--- config.mk ---
export PLATFORM = sky130hd
export DESIGN_NAME = ini_line_tokenizer_unit
export DESIGN_NICKNAME = d
export VERILOG_FILES = /design/src/hw/rtl/ilt_pkg.sv /design/src/hw/rtl/ini_line_tokenizer_unit.sv /design/src/hw/rtl/ilt_cfg_regs.sv /design/src/hw/rtl/ilt_parse.sv /design/src/hw/rtl/ilt_res_fifo.sv
export SDC_FILE = /design/constraint.sdc
export NUM_CORES = 1
export LEC_CHECK = 0
export BUFFER_PORTS_ARGS = -buffer_cell sky130_fd_sc_hd__buf_2
export CAP_MARGIN = 25
export CORE_MARGIN = 2
export CORE_UTILIZATION = 45
export CTS_BUF_LIST = sky130_fd_sc_hd__clkbuf_4
export DETAILED_ROUTE_END_ITERATION = 16
export GPL_ROUTABILITY_DRIVEN = 1
export REMOVE_ABC_BUFFERS = 1
export SYNTH_ARGS = -nofsm -noshare
export SYNTH_HDL_FRONTEND = slang
export SYNTH_SLANG_ARGS = --single-unit
--- constraint.sdc ---
create_clock -name clk -period 3.25 [get_ports clk]
set_clock_uncertainty 0.15 [all_clocks]
set_input_delay 0.325 -clock clk [delete_from_list [all_inputs] [get_ports clk]]
set_output_delay 0.325 -clock clk [all_outputs]
set_load 0.005 [all_outputs]
--- src/hw/rtl/ilt_pkg.sv ---
// Shared types and constants for the INI line tokenizer.
// Used by every module under hw/rtl; depends on nothing else.
`default_nettype none

package ilt_pkg;

	// Character constants
	localparam logic [7:0] CharSpace = 8'h20;
	localparam logic [7:0] CharTab   = 8'h09;
	localparam logic [7:0] CharNul   = 8'h00;

	// Result queue depth (power of two, at least four)
	localparam int ResDepth = 4;

	// Configuration register indexes
	typedef enum logic [2:0] {
		CFG_SEC_OPEN  = 3'd0,
		CFG_SEC_CLOSE = 3'd1,
		CFG_ASSIGN    = 3'd2,
		CFG_CMT_FIRST = 3'd3,
		CFG_CMT_SECOND = 3'd4,
		CFG_CMT_THIRD = 3'd5,
		CFG_WANT_MODE = 3'd6
	} cfg_idx_t;

	// Want mode codes
	typedef enum logic [1:0] {
		WANT_ALL      = 2'd0,
		WANT_SECTIONS = 2'd1,
		WANT_KEYS     = 2'd2,
		WANT_NONE     = 2'd3
	} want_t;

	// Token kinds
	typedef enum logic [1:0] {
		TK_SECTION  = 2'd0,
		TK_KEY      = 2'd1,
		TK_VALUE    = 2'd2,
		TK_LINE_END = 2'd3
	} kind_t;

	// Line classes
	typedef enum logic [2:0] {
		CLS_EMPTY   = 3'd0,
		CLS_COMMENT = 3'd1,
		CLS_SECTION = 3'd2,
		CLS_KEY     = 3'd3,
		CLS_KEYVAL  = 3'd4
	} class_t;

	// Parser phases
	typedef enum logic [2:0] {
		PH_LEAD     = 3'd0,
		PH_SEC_LEAD = 3'd1,
		PH_SEC      = 3'd2,
		PH_KEY      = 3'd3,
		PH_VAL_LEAD = 3'd4,
		PH_VAL      = 3'd5,
		PH_IGNORE   = 3'd6
	} phase_t;

	// Configuration register set
	typedef struct packed {
		logic [7:0] sec_open;
		logic [7:0] sec_close;
		logic [7:0] assign_ch;
		logic [7:0] cmt_first;
		logic [7:0] cmt_second;
		logic [7:0] cmt_third;
		want_t      want;
	} cfg_t;

	// One result item
	typedef struct packed {
		kind_t      kind;
		logic [7:0] ch;
		class_t     cls;
		logic       last;
	} res_t;

endpackage

`default_nettype wire

--- src/hw/rtl/ini_line_tokenizer_unit.sv ---
// INI line tokenizer, top level: input register, parser and result queue.
// Depends on ilt_pkg, ilt_cfg_regs, ilt_parse, ilt_res_fifo.
//
// Usage:
//   Input channel (in_valid/in_ready) carries data_byte and end_of_line, one
//   character or one line end per transaction. Output channel (out_valid/
//   out_ready) carries token_kind, char_out, line_class and last; an input
//   transaction yields zero, one or two results, the final one flagged by last.
//   Config channel (cfg_valid/cfg_ready) writes register cfg_index with
//   cfg_data; cfg_ready is always high. Write only while the block is idle.
// Timing:
//   An accepted item sits in the input register, is parsed there and its
//   results enter the four-entry result queue; the first result shows on the
//   output once the item has passed the input register and been written to
//   the queue. One item per cycle is taken as long as each item yields at most
//   one result and the receiver keeps out_ready high; the queue drains one
//   result a cycle, and a collapsed space plus its character are two results.
// Reset: arst_n clears the parser to line start, empties the queue and loads
//   the default register values. When the receiver stalls, the queue fills and
//   in_ready drops while the input register is held and fewer than two entries
//   would be free after this cycle's read.
`default_nettype none

module ini_line_tokenizer_unit (
	input  wire logic         clk,
	input  wire logic         arst_n,
	// input channel
	input  wire logic         in_valid,
	output logic              in_ready,
	input  wire logic [7:0]   data_byte,
	input  wire logic         end_of_line,
	// output channel
	output logic              out_valid,
	input  wire logic         out_ready,
	output logic [1:0]        token_kind,
	output logic [7:0]        char_out,
	output logic [2:0]        line_class,
	output logic              last,
	// configuration channel
	input  wire logic         cfg_valid,
	output logic              cfg_ready,
	input  wire logic [2:0]   cfg_index,
	input  wire logic [7:0]   cfg_data
);
	import ilt_pkg::*;

	cfg_t       cfg;
	logic       s1_valid_q;
	logic [7:0] byte_s1;
	logic       eol_s1;
	logic       step_en, room2;
	logic [1:0] n_res;
	res_t       res0, res1, rd_data;

	assign cfg_ready = 1'b1;

	ilt_cfg_regs u_cfg (
		.clk      (clk),
		.arst_n   (arst_n),
		.wr_en    (cfg_valid && cfg_ready),
		.wr_index (cfg_index),
		.wr_data  (cfg_data),
		.cfg      (cfg)
	);

	// Input register: refills in the cycle its item is parsed
	assign step_en  = s1_valid_q && room2;
	assign in_ready = !s1_valid_q || step_en;

	always_ff @(posedge clk or negedge arst_n) begin
		if (!arst_n) begin
			s1_valid_q <= 1'b0;
		end else if (in_ready) begin
			s1_valid_q <= in_valid;
		end
	end

	always_ff @(posedge clk) begin
		if (in_valid && in_ready) begin
			byte_s1 <= data_byte;
			eol_s1  <= end_of_line;
		end
	end

	ilt_parse u_parse (
		.clk     (clk),
		.arst_n  (arst_n),
		.cfg     (cfg),
		.step_en (step_en),
		.byte_in (byte_s1),
		.eol_in  (eol_s1),
		.n_res   (n_res),
		.res0    (res0),
		.res1    (res1)
	);

	ilt_res_fifo u_fifo (
		.clk      (clk),
		.arst_n   (arst_n),
		.n_wr     (step_en ? n_res : 2'd0),
		.wr0      (res0),
		.wr1      (res1),
		.room2    (room2),
		.rd_valid (out_valid),
		.rd_ready (out_ready),
		.rd_data  (rd_data)
	);

	assign token_kind = rd_data.kind;
	assign char_out   = rd_data.ch;
	assign line_class = rd_data.cls;
	assign last       = rd_data.last;

	// A parsed line end always leaves a result to deliver
	a_eol_result: assert property (@(posedge clk) disable iff (!arst_n)
		step_en && eol_s1 |=> out_valid)
		else $error("line end parsed but no result queued");

	// Line-end results are final and carry no character
	a_eol_shape: assert property (@(posedge clk) disable iff (!arst_n)
		out_valid && (token_kind == TK_LINE_END) |-> last && (char_out == CharNul))
		else $error("malformed line-end result");

	// Only a collapsed space precedes another result of the same item
	a_pair_space: assert property (@(posedge clk) disable iff (!arst_n)
		out_valid && !last |-> (char_out == CharSpace) && (token_kind != TK_LINE_END))
		else $error("non-final result is not a collapsed space");

endmodule

`default_nettype wire

--- src/hw/rtl/ilt_cfg_regs.sv ---
// Configuration register file of the INI line tokenizer.
// Depends on ilt_pkg.
`default_nettype none

module ilt_cfg_regs (
	input  wire logic         clk,
	input  wire logic         arst_n,
	input  wire logic         wr_en,
	input  wire logic [2:0]   wr_index,
	input  wire logic [7:0]   wr_data,
	output ilt_pkg::cfg_t     cfg
);
	import ilt_pkg::*;

	cfg_t cfg_q;

	// Register writes; indexes past the list are dropped
	always_ff @(posedge clk or negedge arst_n) begin
		if (!arst_n) begin
			cfg_q.sec_open   <= 8'd91;
			cfg_q.sec_close  <= 8'd93;
			cfg_q.assign_ch  <= 8'd61;
			cfg_q.cmt_first  <= 8'd35;
			cfg_q.cmt_second <= 8'd42;
			cfg_q.cmt_third  <= 8'd59;
			cfg_q.want       <= WANT_ALL;
		end else if (wr_en) begin
			case (cfg_idx_t'(wr_index))
				CFG_SEC_OPEN:   cfg_q.sec_open   <= wr_data;
				CFG_SEC_CLOSE:  cfg_q.sec_close  <= wr_data;
				CFG_ASSIGN:     cfg_q.assign_ch  <= wr_data;
				CFG_CMT_FIRST:  cfg_q.cmt_first  <= wr_data;
				CFG_CMT_SECOND: cfg_q.cmt_second <= wr_data;
				CFG_CMT_THIRD:  cfg_q.cmt_third  <= wr_data;
				CFG_WANT_MODE:  cfg_q.want       <= want_t'(wr_data[1:0]);
				default: ;
			endcase
		end
	end

	assign cfg = cfg_q;

endmodule

`default_nettype wire

--- src/hw/rtl/ilt_parse.sv ---
// Line parser: phase, pending-space and class registers plus the per-byte step logic.
// Produces zero, one or two results per stepped transaction. Depends on ilt_pkg.
`default_nettype none

module ilt_parse (
	input  wire logic         clk,
	input  wire logic         arst_n,
	input  wire ilt_pkg::cfg_t cfg,
	input  wire logic         step_en,
	input  wire logic [7:0]   byte_in,
	input  wire logic         eol_in,
	output logic [1:0]        n_res,
	output ilt_pkg::res_t     res0,
	output ilt_pkg::res_t     res1
);
	import ilt_pkg::*;

	phase_t phase_q, phase_d;
	logic   pend_q, pend_d;
	class_t cls_q, cls_d;

	logic   blank, is_cmt, want_sec, want_key;
	logic   emit_sp, emit_ch;
	kind_t  kind;

	// Byte classification
	assign blank    = (byte_in == CharSpace) || (byte_in == CharTab);
	assign is_cmt   = ((cfg.cmt_first  != CharNul) && (byte_in == cfg.cmt_first))  ||
	                  ((cfg.cmt_second != CharNul) && (byte_in == cfg.cmt_second)) ||
	                  ((cfg.cmt_third  != CharNul) && (byte_in == cfg.cmt_third));
	assign want_sec = (cfg.want == WANT_ALL) || (cfg.want == WANT_SECTIONS);
	assign want_key = (cfg.want == WANT_ALL) || (cfg.want == WANT_KEYS);

	// Next state and emitted characters
	always_comb begin
		phase_d = phase_q;
		pend_d  = pend_q;
		cls_d   = cls_q;
		emit_sp = 1'b0;
		emit_ch = 1'b0;
		kind    = TK_KEY;
		if (eol_in) begin
			phase_d = PH_LEAD;
			pend_d  = 1'b0;
			cls_d   = CLS_EMPTY;
		end else begin
			case (phase_q)
				PH_LEAD: begin
					if (!blank) begin
						if (byte_in == cfg.sec_open) begin
							cls_d   = CLS_SECTION;
							phase_d = want_sec ? PH_SEC_LEAD : PH_IGNORE;
						end else if (is_cmt) begin
							cls_d   = CLS_COMMENT;
							phase_d = PH_IGNORE;
						end else begin
							cls_d  = CLS_KEY;
							pend_d = 1'b0;
							if (!want_key) begin
								phase_d = PH_IGNORE;
							end else if (byte_in == cfg.assign_ch) begin
								// empty key, value follows
								cls_d   = CLS_KEYVAL;
								phase_d = PH_VAL_LEAD;
							end else begin
								phase_d = PH_KEY;
								emit_ch = 1'b1;
								kind    = TK_KEY;
							end
						end
					end
				end
				PH_SEC_LEAD: begin
					if (!blank) begin
						if (byte_in == cfg.sec_close) begin
							phase_d = PH_IGNORE;
						end else begin
							emit_ch = 1'b1;
							kind    = TK_SECTION;
							phase_d = PH_SEC;
						end
					end
				end
				PH_SEC: begin
					if (blank) begin
						pend_d = 1'b1;
					end else if (byte_in == cfg.sec_close) begin
						pend_d  = 1'b0;
						phase_d = PH_IGNORE;
					end else begin
						emit_sp = pend_q;
						emit_ch = 1'b1;
						kind    = TK_SECTION;
						pend_d  = 1'b0;
					end
				end
				PH_KEY: begin
					if (blank) begin
						pend_d = 1'b1;
					end else if (byte_in == cfg.assign_ch) begin
						cls_d   = CLS_KEYVAL;
						pend_d  = 1'b0;
						phase_d = PH_VAL_LEAD;
					end else begin
						emit_sp = pend_q;
						emit_ch = 1'b1;
						kind    = TK_KEY;
						pend_d  = 1'b0;
					end
				end
				PH_VAL_LEAD: begin
					if (!blank) begin
						emit_ch = 1'b1;
						kind    = TK_VALUE;
						phase_d = PH_VAL;
					end
				end
				PH_VAL: begin
					emit_ch = 1'b1;
					kind    = TK_VALUE;
				end
				default: ;
			endcase
		end
	end

	// Result assembly: a line end reports the class it closes
	always_comb begin
		res0 = '{kind: TK_LINE_END, ch: CharNul, cls: cls_q, last: 1'b1};
		res1 = '{kind: kind, ch: byte_in, cls: cls_d, last: 1'b1};
		n_res = 2'd0;
		if (eol_in) begin
			n_res = 2'd1;
		end else if (emit_sp) begin
			res0  = '{kind: kind, ch: CharSpace, cls: cls_d, last: 1'b0};
			n_res = 2'd2;
		end else if (emit_ch) begin
			res0  = '{kind: kind, ch: byte_in, cls: cls_d, last: 1'b1};
			n_res = 2'd1;
		end
	end

	// Parser state
	always_ff @(posedge clk or negedge arst_n) begin
		if (!arst_n) begin
			phase_q <= PH_LEAD;
			pend_q  <= 1'b0;
			cls_q   <= CLS_EMPTY;
		end else if (step_en) begin
			phase_q <= phase_d;
			pend_q  <= pend_d;
			cls_q   <= cls_d;
		end
	end

endmodule

`default_nettype wire

--- src/hw/rtl/ilt_res_fifo.sv ---
// Result queue: takes up to two results per cycle, delivers one per cycle while rd_ready is high.
// Register-based, ResDepth entries. Depends on ilt_pkg.
`default_nettype none

module ilt_res_fifo (
	input  wire logic         clk,
	input  wire logic         arst_n,
	input  wire logic [1:0]   n_wr,
	input  wire ilt_pkg::res_t wr0,
	input  wire ilt_pkg::res_t wr1,
	output logic              room2,
	output logic              rd_valid,
	input  wire logic         rd_ready,
	output ilt_pkg::res_t     rd_data
);
	import ilt_pkg::*;

	localparam int AW = $clog2(ResDepth);
	localparam int CW = $clog2(ResDepth + 1);

	res_t          mem_q [ResDepth];
	logic [AW-1:0] wr_ptr_q, rd_ptr_q;
	logic [CW-1:0] cnt_q, cnt_after_pop;
	logic          pop;

	assign pop           = rd_valid && rd_ready;
	assign cnt_after_pop = cnt_q - CW'(pop);
	assign room2         = cnt_after_pop <= CW'(ResDepth - 2);
	assign rd_valid      = cnt_q != '0;
	assign rd_data       = mem_q[rd_ptr_q];

	// Entry storage
	always_ff @(posedge clk) begin
		if (n_wr != 2'd0) begin
			mem_q[wr_ptr_q] <= wr0;
		end
		if (n_wr == 2'd2) begin
			mem_q[wr_ptr_q + AW'(1)] <= wr1;
		end
	end

	// Pointers and fill count
	always_ff @(posedge clk or negedge arst_n) begin
		if (!arst_n) begin
			wr_ptr_q <= '0;
			rd_ptr_q <= '0;
			cnt_q    <= '0;
		end else begin
			wr_ptr_q <= wr_ptr_q + AW'(n_wr);
			rd_ptr_q <= rd_ptr_q + AW'(pop);
			cnt_q    <= cnt_after_pop + CW'(n_wr);
		end
	end

endmodule

`default_nettype wire

======== Word level (Yosys, flattened, before mapping) ========
Memories as Yosys holds them, arrays and structs flattened.
Cells that the tools add are included.
cells by class
  reductions and logical operators ........ 34
  eq/ne operators ......................... 31
  muxes and demuxes ....................... 62
  $add $sub $neg .......................... 5
  magnitude comparators ................... 1
operators by type and width
  cell                  number
  $mux W3               21
  $eq A8 B8 Y1          6
  $mux W14              3
  $mux W1               26
  $reduce_bool A8 Y1    3
  $ne A3 B3 Y1 const B  7
  $eq A3 B3 Y1 const B  5
  $pmux W3 S5           1
  $reduce_and A2 Y1     7
  $eq A3 B2 Y1 const B  4
  $mux W2               6
  $reduce_and A9 Y1     1
  $eq A8 B4 Y1 const B  1
  $eq A8 B6 Y1 const B  1
  $eq A3 B1 Y1 const B  2
  $logic_and A1 B1 Y1   6
  $logic_not A3 Y1      2
  $logic_or A1 B1 Y1    6
  $ne A3 B2 Y1 const B  2
  $pmux W2 S3           1
  $pmux W3 S2           1
  $reduce_bool A3 Y1    2
  $reduce_bool A6 Y1    1
  $pmux W1 S5           1
  14 further kinds      17
word-level totals
  memories ................................ 1
  bits of input ports ..................... 25
  flip-flop bits (word level) ............. 74
  RAM bits ................................ 56
  output and inout port bits .............. 17
  logic and storage cells ................. 150
memory list
  name          words  width  read ports  clocked after memory_dff  write ports  RTL line            text
  u_fifo.mem_q  4      14     1           0                         2            ilt_res_fifo.sv:21  res_t mem_q [ResDepth];

======== Longest topological paths before layout ========
  depth in word-level cells ............... 16
  depth in mapped cells ................... 14

======== Cells and area by module ========
Synthesis repeated with hierarchy kept, for this count alone.
second synthesis, totals
  cells, all modules ...................... 514
  area total of the unflattened synthesis .. 7056.8 um^2
modules (own cells, without submodules)
  module                   instances  cells each  area an instance (um^2)
  ilt_res_fifo             1          173         3154.3
  ilt_cfg_regs             1          111         1953.1
  ilt_parse                1          212         1595.3
  ini_line_tokenizer_unit  1          18          354.1

======== Worst setup path before layout ========
Ideal clock, no wire load.
  path kind ............................... reg-to-reg
  from .................................... reg u_fifo.cnt_q[0]
  to ...................................... mem u_fifo.mem_q[2][10] (netlist name), enable pin
  data arrival time ....................... 2.834 ns
  stages on the path, launching flop included .. 13
  buffers on the path ..................... 1
  setup slack ............................. -0.083 ns
  required time ........................... 2.751 ns
  cell sequence ........................... dfrtp_1 or3_1 and2_1 ha_1 ha_1 xor2_1 nor2_1 and2_1 clkbuf_1 nand2_1 nor2_1 a21boi_1 inv_1
RTL lines
  element                 RTL line            text
  start, declared         ilt_res_fifo.sv:23  logic [CW-1:0] cnt_q, cnt_after_pop;
  start signal, assigned  ilt_res_fifo.sv:51  cnt_q <= cnt_after_pop + CW'(n_wr);
  end, declared           ilt_res_fifo.sv:21

==> flow_summary.json <==
{
  "p_per_area_nw_per_um2": 853,
  "portBuffers": 40,
  "ys_seq_elements": 130,
  "synth-main-ff-cell": "edfxtp_1",
  "grt_pass1_wl_mm": 26.3,
  "final-setup-viol-count": 0,
  "synth_top_area_cell": "edfxtp_1",
  "hold_start": "cfg_index[1]",
  "antenna_found_initial": 0,
  "drtAntennaViolNets": 0,
  "synth_xor_area_share_pct": 7.01,
  "synth_area_leaders": "edfxtp_1 28%, dfrtp_1 15%, dfstp_2 10%",
  "yosys.area_share.simple_pct": 13.4,
  "row_count": 44,
  "cp.arrival_ns": 3.26,
  "mostFrequentLayoutCell": "edfxtp_1",
  "wirelength_mm": 15.7,
  "grt_max_degree": 66,
  "cts.path.max_buffers": 2,
  "grt_setup_unrepaired": "yes",
  "routed_via_density": 5.59,
  "ys_types": 64,
  "fmax_mhz": 318,
  "reg2reg_from": "u_fifo.cnt_q[0]$_DFF_PN0_",
  "nNetsFinal": 670,
  "grt-ovfl-total": 0,
  "async_flop_share_pct": 50.0,
  "synth.top_cell.area_share_pct": 27.7,
  "clk_pin_slew_ns": 0.11,
  "seq_area_frac_synth_pct": 53.9,
  "path_max_fanout": 12,
  "placedCellCount": 782,
  "start_util_pct": 45.7,
  "yosysWarnings": 0,
  "synth_edf_count": 61,
  "dieArea_sq_um": 15700,
  "ctsRootBufferMaster": "clkbuf_4",
  "design_area_sq_um": 7930,
  "drive_gt1_share_pct": 36.7,
  "clock-sinks": 130,
  "period_share_pct": 96.8,
  "antennaDiodeCount": 0,
  "tritoncts": "built",
  "min_period_ns": 3.14,
  "startpoint": "u_fifo.cnt_q[0]$_DFF_PN0_",
  "dieHeight_microns": 125,
  "cts.htree.levels": 4,
  "max_slew.worst_pin.slew_ns": 0.838,
  "dieWidth_microns": 125,
  "synthesis.area_sq_um": 6620,
  "end_kind": "flip-flop",
  "cp-start-kind": "flip-flop",
  "dr_total_vias": 4673,
  "synth-compound-area-share_pct": 7.77,
  "routabilityCongestion": 0.899,
  "drv_slew": 0,
  "slew_headroom_pct": 44.1,
  "cts_made_buffers": 17,
  "fillerInstances": 1228,
  "drc": 0,
  "core-area_sq_um": 14500,
  "hp-class": "input pin to flip-flop",
  "grt_pass1_vias": 4928,
  "synth_mux_area_share_pct": 13.6,
  "io_pins": 42,
  "drtIter0Drc": 387,
  "final_cell_mix": "61 x edfxtp_1, 50 x mux2_2, 44 x buf_4, 41 x nor2_1, 40 x buf_2",
  "track_usage_pct": 21.7,
  "syn_inst": 542,
  "maxCapViolations": 0,
  "drt_pre_antenna_iters": 5,
  "insertion_delay_ns": 0.56,
  "crit_type": "flip-flop to flip-flop",
  "synth_top_family_by_area": "multiplexers",
  "avgSynthCellArea_sq_um": 12.2,
  "place_area_sq_um": 7320,
  "hpwl_mm": 10.8,
  "outcome": "finished, final reports clean",
  "ir_drop_mv": 0.499,
  "power_leakage_nw": 3.20,
  "yosys.area_share.adder_pct": 1.40,
  "worstPathRequired_ns": 3.36,
  "hold_violations": 0,
  "fin_cells": 836,
  "areaGrowthSynthToFinish_pct": 19.8,
  "wl_per_cell_microns": 18.8
}
-- registers in the layout, indices dropped and copies added, names as in the netlist --
name / count
u_fifo.cnt_q: 3
u_parse.cls_q: 3
u_fifo.wr_ptr_q: 2
eol_s1: 1
u_fifo.rd_ptr_q: 2
u_parse.pend_q: 1
u_fifo.mem_q: 56
byte_s1: 8
s1_valid_q: 1
u_parse.phase_q: 3
u_cfg.cfg: 50
-- cell families after synthesis --
family                     after synthesis
adders and majority gates                7
DFF                                    130
muxes                                   66
AOI/OAI and AO/OA                       72
buffers and inverters                   47
xor gates and xnor gates                53
and+or+nand+nor                        166
other                                    1
-- Yosys cell counts (3+ instances only) --
master and n:
a31oi_1 8, nand4b_1 3, nor3_1 10, nor3b_1 3, nand2_1 21, o21ai_0 11, or2_2 4, xnor2_1 14
and3_1 31, a21o_1 3, dfxtp_1 4, dfstp_2 26, nor4_1 15, dfrtp_1 39, nand3_1 8, clkbuf_1 19
inv_1 16, nand2b_1 4, nand3b_1 3, mux4_2 14, ha_1 5, edfxtp_1 61, nand4_1 6, mux2_2 50
nor2_1 45, a21oi_1 17, and2_1 5, o31ai_1 3, a211oi_1 4, buf_2 9, xor2_1 39
-- layer usage --
layer / up-vias / global-route usage (%) / wire length (microns)
met5: - / 0 / 0
met3: 13 / 5.22 / 685
met4: 0 / 7.25 / 160
met2: 114 / 33.8 / 7520
met1: 2346 / 30.1 / 7360
li1: 2200 / - / -
-- worst paths after layout --
path                                                   end  slack (ns)  cells past startpoint
hold / removal                    u_cfg.cfg[0]$_DFFE_PN0P_        0.10                      3
setup / recovery              u_fifo.mem_q[1][6]$_DFFE_PP_        0.11                     11
setup reg to reg              u_fifo.mem_q[1][6]$_DFFE_PP_        0.11                     11
hold reg to reg            u_fifo.mem_q[3][0]$_SDFFE_PP1P_        0.30                      2
max in group asynchronous        u_cfg.cfg[35]$_DFFE_PN0P_        2.05                      3
min in group asynchronous     u_fifo.wr_ptr_q[0]$_DFF_PN0_        0.33                      3
-- critical path: stages (launching register included) --
cell	delay (ns)
dfrtp_1	0.39
or3_1	0.38
and2_1	0.20
ha_1	0.21
ha_1	0.21
xor2_1	0.18
nor2_1	0.21
and2_2	0.24
nand2b_1	0.14
buf_4	0.19
nor2_1	0.16
buf_6	0.20
-- area by class of cell --
class                           instances  area [sq um]  share of cell area (%)
Timing Repair Buffer                  109           822                    10.4
Sequential cell                       130          3570                    45.0
Multi-Input combinational cell        365          2920                    36.9
Tap cell                              184           230                    2.90
Clock inverter                         14           186                    2.35
Clock buffer                           18           135                    1.70
Inverter                               16          60.1                   0.758
-- repair_timing --
action,4_1_cts,5_1_grt
setup endpoints to repair,0,91
resized for setup,0,20
hold buffers,20,0
setup buffers,0,2
hold endpoints to repair,99,0
-- power by group --
group	total, mW	internal, mW	switching [mW]
clock	1.24	0.616	0.626
sequential	2.57	2.27	0.309
combinational	2.94	1.32	1.62
total	6.76	4.20	2.56
-- per-stage QoR --
step	hold WS, ns	setup TNS (ns)	util [%]	worst slack [ns]	power [mW]
final	0.103	0	54.8	0.105	6.76
after CTS	0.0524	0	54.2	0.0360	6.72
after global routing	0.0838	-0.789	54.8	-0.0702	7.23
after global placement	0.283	0	50.6	0.150	5.37
after detailed placement	0.288	0	50.6	0.0743	5.45
after floorplan	-0.121	-10.61	-	-0.306	4.31
Power figures use the tool's default switching activity.
